===== config.mk =====
export PLATFORM = sky130hd
export DESIGN_NAME = vna_front
export DESIGN_NICKNAME = d
export VERILOG_FILES = /design/src/vna_pkg.sv /design/src/vna_front.sv
export SDC_FILE = /design/constraint.sdc
export NUM_CORES = 1
export LEC_CHECK = 0
export BUFFER_PORTS_ARGS = -buffer_cell sky130_fd_sc_hd__buf_2
export CAP_MARGIN = 10
export CORE_ASPECT_RATIO = 1.25
export CORE_UTILIZATION = 30
export DETAILED_ROUTE_END_ITERATION = 6
export SETUP_SLACK_MARGIN = 0.2
export SLEW_MARGIN = 10
export SYNTH_ARGS = -nofsm -noshare
export SYNTH_HDL_FRONTEND = slang
export SYNTH_SLANG_ARGS = --single-unit

===== constraint.sdc =====
create_clock -name clk -period 2.2 [get_ports clk]
set_input_delay 0.44 -clock clk [delete_from_list [all_inputs] [get_ports clk]]
set_output_delay 0.44 -clock clk [all_outputs]
set_load 0.03 [all_outputs]

===== src/vna_pkg.sv =====
// Package for the vertex normal accumulator.
// Holds the command kinds, the queued command type and the state machine encodings.
// Has no dependencies.
package vna_pkg;

	localparam int IDX_W = 10;
	localparam int POS_W = 16;
	localparam int NRM_W = 16;
	localparam int SUM_W = 48;
	localparam int QDEPTH = 4;
	localparam int QPTR_W = 2;
	localparam int IN_DATA_W = 80;
	localparam int OUT_DATA_W = 64;
	localparam int UNIT_ONE = 16384;

	localparam logic [1:0] OP_WRITE = 2'd0;
	localparam logic [1:0] OP_TRI = 2'd1;
	localparam logic [1:0] OP_READ = 2'd2;
	localparam logic [1:0] OP_NONE = 2'd3;

	typedef enum logic [1:0] {
		K_WRITE,
		K_TRI,
		K_READ,
		K_READ_ZERO
	} kind_t;

	typedef struct packed {
		kind_t kind;
		logic [IDX_W-1:0] ia;
		logic [IDX_W-1:0] ib;
		logic [IDX_W-1:0] ic;
		logic [POS_W-1:0] px;
		logic [POS_W-1:0] py;
		logic [POS_W-1:0] pz;
	} cmd_t;

	typedef struct packed {
		logic signed [NRM_W-1:0] nx;
		logic signed [NRM_W-1:0] ny;
		logic signed [NRM_W-1:0] nz;
		logic zero;
	} norm_res_t;

	typedef enum logic [3:0] {
		ST_IDLE,
		ST_WRPOS,
		ST_RDA,
		ST_RDB,
		ST_RDC,
		ST_CAPC,
		ST_DIFF,
		ST_MUL,
		ST_CROSS,
		ST_SRD,
		ST_SADD,
		ST_NRD,
		ST_NSTART,
		ST_NWAIT,
		ST_OUT
	} back_state_t;

	typedef enum logic [2:0] {
		N_IDLE,
		N_SHIFT,
		N_SQ,
		N_AA,
		N_HH,
		N_CMP,
		N_DONE
	} norm_state_t;

endpackage


===== src/vna_front.sv =====
// Front end of the vertex normal accumulator: accepts input transactions,
// classifies them and queues the commands for the back end. Uses vna_pkg.
module vna_front #(
	parameter int VERTEX_DEPTH = 1024
) (
	input  logic clk,
	input  logic arst_n,
	input  logic s_tvalid,
	output logic s_tready,
	// vertex_index, pos_x, pos_y, pos_z, corner_b, corner_c, zero pad
	input  logic [vna_pkg::IN_DATA_W-1:0] s_tdata,
	// operation
	input  logic [1:0] s_tuser,
	output vna_pkg::cmd_t cmd,
	output logic cmd_valid,
	input  logic cmd_ready
);

	vna_pkg::cmd_t in_cmd;
	logic keep;
	logic ok_a, ok_b, ok_c;
	vna_pkg::cmd_t queue_q [vna_pkg::QDEPTH];
	logic [vna_pkg::QPTR_W-1:0] wr_ptr_q, rd_ptr_q;
	logic [vna_pkg::QPTR_W:0] count_q;
	logic push, pop;

	always_comb begin
		in_cmd.ia = s_tdata[9:0];
		in_cmd.px = s_tdata[25:10];
		in_cmd.py = s_tdata[41:26];
		in_cmd.pz = s_tdata[57:42];
		in_cmd.ib = s_tdata[67:58];
		in_cmd.ic = s_tdata[77:68];
		ok_a = 32'(in_cmd.ia) < 32'(VERTEX_DEPTH);
		ok_b = 32'(in_cmd.ib) < 32'(VERTEX_DEPTH);
		ok_c = 32'(in_cmd.ic) < 32'(VERTEX_DEPTH);
		unique case (s_tuser)
			vna_pkg::OP_WRITE: begin
				in_cmd.kind = vna_pkg::K_WRITE;
				keep = ok_a;
			end
			vna_pkg::OP_TRI: begin
				in_cmd.kind = vna_pkg::K_TRI;
				keep = ok_a && ok_b && ok_c;
			end
			vna_pkg::OP_READ: begin
				in_cmd.kind = ok_a ? vna_pkg::K_READ : vna_pkg::K_READ_ZERO;
				keep = 1'b1;
			end
			default: begin
				in_cmd.kind = vna_pkg::K_READ_ZERO;
				keep = 1'b0;
			end
		endcase
	end

	assign s_tready = count_q != (vna_pkg::QPTR_W+1)'(vna_pkg::QDEPTH);
	assign push = s_tvalid && s_tready && keep;
	assign cmd_valid = count_q != '0;
	assign pop = cmd_valid && cmd_ready;
	assign cmd = queue_q[rd_ptr_q];

	always_ff @(posedge clk) begin
		if (push) begin
			queue_q[wr_ptr_q] <= in_cmd;
		end
	end

	always_ff @(posedge clk or negedge arst_n) begin
		if (!arst_n) begin
			wr_ptr_q <= '0;
			rd_ptr_q <= '0;
			count_q <= '0;
		end else begin
			if (push) begin
				wr_ptr_q <= wr_ptr_q + 1'b1;
			end
			if (pop) begin
				rd_ptr_q <= rd_ptr_q + 1'b1;
			end
			if (push && !pop) begin
				count_q <= count_q + 1'b1;
			end else if (pop && !push) begin
				count_q <= count_q - 1'b1;
			end
		end
	end

endmodule


-- After elaboration in Yosys (flattened, before gate mapping)
Memories as Yosys holds them, arrays and structs flattened.
Index checks and enable logic that the tools add are counted.
- flip-flop bits (word level): 7
- RAM bits: 320
- output and inout bits: 82
- word-level logic and storage cells: 28
- memories kept: 1
- $add $sub $neg: 4
- equality and inequality tests: 3
- muxes and demuxes: 6
- reductions and logical operators: 11
- memories (memory ; words ; bits a word ; read ports ; clocked after memory_dff ; write ports ; RTL line ; RTL):
    queue_q ; 4 ; 80 ; 1 ; 0 ; 1 ; vna_front.sv:22 ; vna_pkg::cmd_t queue_q [vna_pkg::QDEPTH];
- operators with widths (kind ; count):
    3-bit two-way mux ; 2
    2-bit case mux with 3 select lines ; 1
    1-bit logical AND ; 5
    2-bit by 1-bit adder with 2-bit output (second input constant) ; 2
    3-bit by 1-bit adder with 3-bit output (second input constant) ; 1
    1-bit two-way mux ; 3
    3-bit inequality test (second input constant) ; 1
    3-bit nonzero test ; 1
    3-bit OR reduction ; 1
    3-bit by 1-bit subtractor with 3-bit output (second input constant) ; 1
    2-bit by 1-bit equality test with 1-bit output (second input constant) ; 1
    2-bit equality test (second input constant) ; 1
    1-bit logical NOT ; 2
    2-bit logical NOT ; 1
    2-bit nonzero test ; 1

-- Longest topological paths before layout
- depth in word-level cells: 8
- depth in mapped cells: 9
- depth with buffers taken out: 8

-- Least setup slack after synthesis
Ideal clock, no wire load.
- kind: reg2reg
- from: register count_q[2] (netlist name)
- to: memory queue_q[0][0] (netlist name) (enable)
- setup time: 403 ps
- arrival time: 2089 ps
- slack: -293 ps
- stages on the path, launching flop included: 5
- path buffers: 1
- clock period less this slack: 2493 ps
- path through: dfrtp_1 -> or3b_1 -> and3_1 -> buf_6 -> and2_2
- cells in the longest elaborated chain, start to end: 5
- ends and longest elaborated chain (item ; RTL line ; RTL):
    start, declared ; vna_front.sv:24 ; logic [vna_pkg::QPTR_W:0] count_q;
    start signal, assigned ; vna_front.sv:82 ; count_q <= count_q + 1'b1;
    start signal, assigned ; vna_front.sv:84 ; count_q <= count_q - 1'b1;
    3-bit inequality test ; vna_front.sv:57 ; assign s_tready = count_q != (vna_pkg::QPTR_W+1)'(vna_pkg::QDEPTH);
    named net s_tready ; vna_front.sv:9 ; output logic s_tready,
    1-bit logical AND (2 in series) ; vna_front.sv:58 ; assign push = s_tvalid && s_tready && keep;
    named net push ; vna_front.sv:25 ; logic push, pop;
    1-bit two-way mux ; vna_front.sv:64 ; if (push) begin
    1-bit two-way mux (not written as such) ; vna_front.sv:65 ; queue_q[wr_ptr_q] <= in_cmd;
    end, declared ; vna_front.sv:22 ;
The timed path passes the listed nets, and every way through them passes these cells.

==> impl_metrics.csv <==
group,metric,value,unit
critical_path,crit_buf_inv,4,
drt,vias_per_cell,4.51,
critical_path,cp-end-kind,"output port",
critical_path,cpPeakStageDelay,0.51,ns
power,p_total,0.0231,W
yosys,ys_seq_area_share,82.0,%
yosys,synth-seq-cells,327,
drt,drt_pass1_iterations,4,
layout,final_util,40.1,%
clocking,ctsHtreeMaxLevel,2,
critical_path,cp_max_fo,7,
run,maxCapViolations,0,
sta,fin_hold_ws,0.132,ns
sta,max-slew-margin-rel,75.2,%
sta,fmax,0.402,GHz
placement,numPortBuffers,165,
floorplan,dieArea,0.0406,mm²
clocking,cts-buffers-inserted,34,
power,p_leak,5.35,nW
power,p_int,0.0158,W
clocking,tritoncts,"yes",
critical_path,rr_startpoint,"count_q[0]",
drt,routed_wl,23900,µm
critical_path,slowest_stage,"dfrtp_4",
power,p_sw,0.00733,W
layout,multi_input_area,0.00207,mm²
sta,setup_viol,80,
critical_path,path_delay_family,"buffers and inverters",
floorplan,die_x,180,µm
worst_hold_path,min_path_cells,1,
critical_path,cp-start-kind,"flip-flop",
power,seqPwrFrac,35.3,%
global_route,grt_pass1_wl,35900,µm
placement,place.gp.congestion,0.655,
floorplan,io_pins,168,
power,peakVddDrop,0.809,mV
worst_hold_path,hold_end,"queue_q[3][60]",
placement,placed_area,0.0137,mm²
run_status,violations,"negative setup slack",
clocking,clkSinkCount,327,
clocking,clk_pin_slew,0.06,ns
floorplan,num_rows,81,
global_route,track_usage,12.0,%
global_route,grt_overflow,0,
yosys,synthCells,456,
drt,first_iter_violations,215,
global_route,antenna_found_initial,3,
layout,layout.cells.most_common_list,"edfxtp_1 (320), buf_2 (84), buf_6 (81)",
global_route,grt_max_degree,53,
layout,layout-drive-gt1-share,49.6,%
drt,vias,5422,
power,switching_share,31.7,%
drt,wire_per_inst,19.9,µm
yosys,synth_area,0.0119,mm²
yosys,async_flop_share,2.14,%
sta,fin_crit_sh,113,%
yosys,syn_nets,548,
critical_path,arrival,2.05,ns
run_status,status,"finished, violations left",
worst_hold_path,worstHoldStart,"s_tdata[60]",
sta,hold_violations,0,
layout,regArea,0.00979,mm²
layout,final_cells,1201,
floorplan,die_h,225,µm
clocking,cts_root_buf,"clkbuf_16",
sta,period_needed,2.49,ns
sta,slew_viol_final,0,
critical_path,path_common_cell,"buf_12",
layout,stdcell_area,0.0157,mm²
global_route,grt_pass1_vias,5909,
layout,fillers,3446,
yosys,yosys_warnings,0,
sta,grt_setup_unrepaired,"true",
placement,dp.cells,1116,
sta,fin_ws,-0.290,ns
worst_hold_path,hold_path_class,"in2reg",
critical_path,path_cells,"buf_12, buf_12, buf_16, mux4_2, buf_6",
drt,drc,0,
drt,antenna_left,0,
layout,area_growth,31.6,%
yosys,synth-edff-count,320,
power,pwr-share-comb,40.5,%
critical_path,r2r-end,"count_q[1]",
critical_path,reg2reg_depth,6,
sta,tightestPinTransition,0.372,ns
critical_path,crit_required,1.76,ns
critical_path,reg2reg_slack,0.20,ns
floorplan,core,0.0391,mm²
power,p_clk_share,24.1,%
floorplan,start_util,30.5,%
layout,final_common_cell,"edfxtp_1",
layout,fin_nets,769,
sta,skew,0.0198,ns
clocking,cts_buffer_depth,3,
yosys,synth-main-ff-cell,"edfxtp_1",
power,power_density,1470,mW/mm²
yosys,syn_area_per_cell,26.2,µm²
yosys,yosysUniqueCellTypes,21,
placement,hpwl,13500,µm
critical_path,critical_path_class,"reg2out",
clocking,clock_latency,0.52,ns
power groups by stage:
stage	logic [W]	registers, W	clock network [W]
3_5_place_dp	0.00720	0.00833	0
6_report	0.00937	0.00817	0.00558
3_3_place_gp	0.00718	0.00828	0
2_1_floorplan	0.00499	0.00820	0
4_1_cts	0.00948	0.00818	0.00580
5_1_grt	0.00990	0.00824	0.00599
cells by family after synthesis:
group / count (synthesis) / synth area share (%)
xor gates and xnor gates: 6 / 0.441
and+or+nand+nor: 11 / 0.577
adders and majority gates: 6 / 0.692
muxes: 82 / 15.3
buffers and inverters: 24 / 0.923
DFF: 327 / 82.0
cell type report:
class | count | share of cell area, %
sequential | 327 | 62.4
timing repair buffer | 206 | 13.3
multi-input combinational | 105 | 13.2
clock buffer | 46 | 6.12
tap | 498 | 3.97
clock inverter | 15 | 0.861
inverter | 3 | 0.0718
antenna | 1 | 0.0159
flip-flops by register name, summed over array words and instances, names as in the netlist:
signal and flops:
count_q 3, wr_ptr_q 2, rd_ptr_q 2, queue_q 320
cells in the mapped netlist (all sizes together), types with 2 or more instances:
cell type	count	area [µm²]
edfxtp	320	9610
mux4	80	1800
buf	15	76.3
dfrtp	7	175
clkbuf	6	22.5
ha	5	62.6
and2	4	30.0
xnor2	4	35.0
inv	3	11.3
mux2	2	26.3
nand2	2	7.51
xor2	2	17.5
through the flow:
stage / setup TNS [ns] / worst slack (ns)
3_3_place_gp: 0 / 0.178
5_1_grt: -26.02 / -0.381
2_1_floorplan: 0 / 0.0649
6_report: -19.64 / -0.290
4_1_cts: -23.17 / -0.346
3_5_place_dp: 0 / 0.164
worst max path at each step:
stage / start / end / slack (ns) / depth (start not counted)
after floorplan: count_q[0] / count_q[1] / 0.06 / 7
after global placement: count_q[0] / count_q[1] / 0.18 / 6
after detailed placement: count_q[0] / count_q[1] / 0.16 / 6
after CTS: rd_ptr_q[0] / cmd[5] / -0.35 / 5
after global routing: rd_ptr_q[0] / cmd[5] / -0.38 / 5
final: rd_ptr_q[0] / cmd[73] / -0.29 / 5
per-layer routing:
metal | global-route usage [%] | part of all wire [%]
met3 | 3.83 | 6.5
met2 | 20.4 | 51
met4 | 3.97 | 1.9
met5 | 0 | 0.10
met1 | 14.3 | 41
repair_timing:
| action | in CTS | in global routing |
|---|---|---|
| setup endpoints to repair | 84 | 83 |
| pin swaps | 1 | 5 |
| gates cloned | 7 | 0 |
| hold buffers | 1 | 0 |
| endpoints found under the hold margin | 7 | 0 |
| buffers inserted | 10 | 5 |
| gates resized for setup | 172 | 3 |
Power figures use the tool's default switching activity.
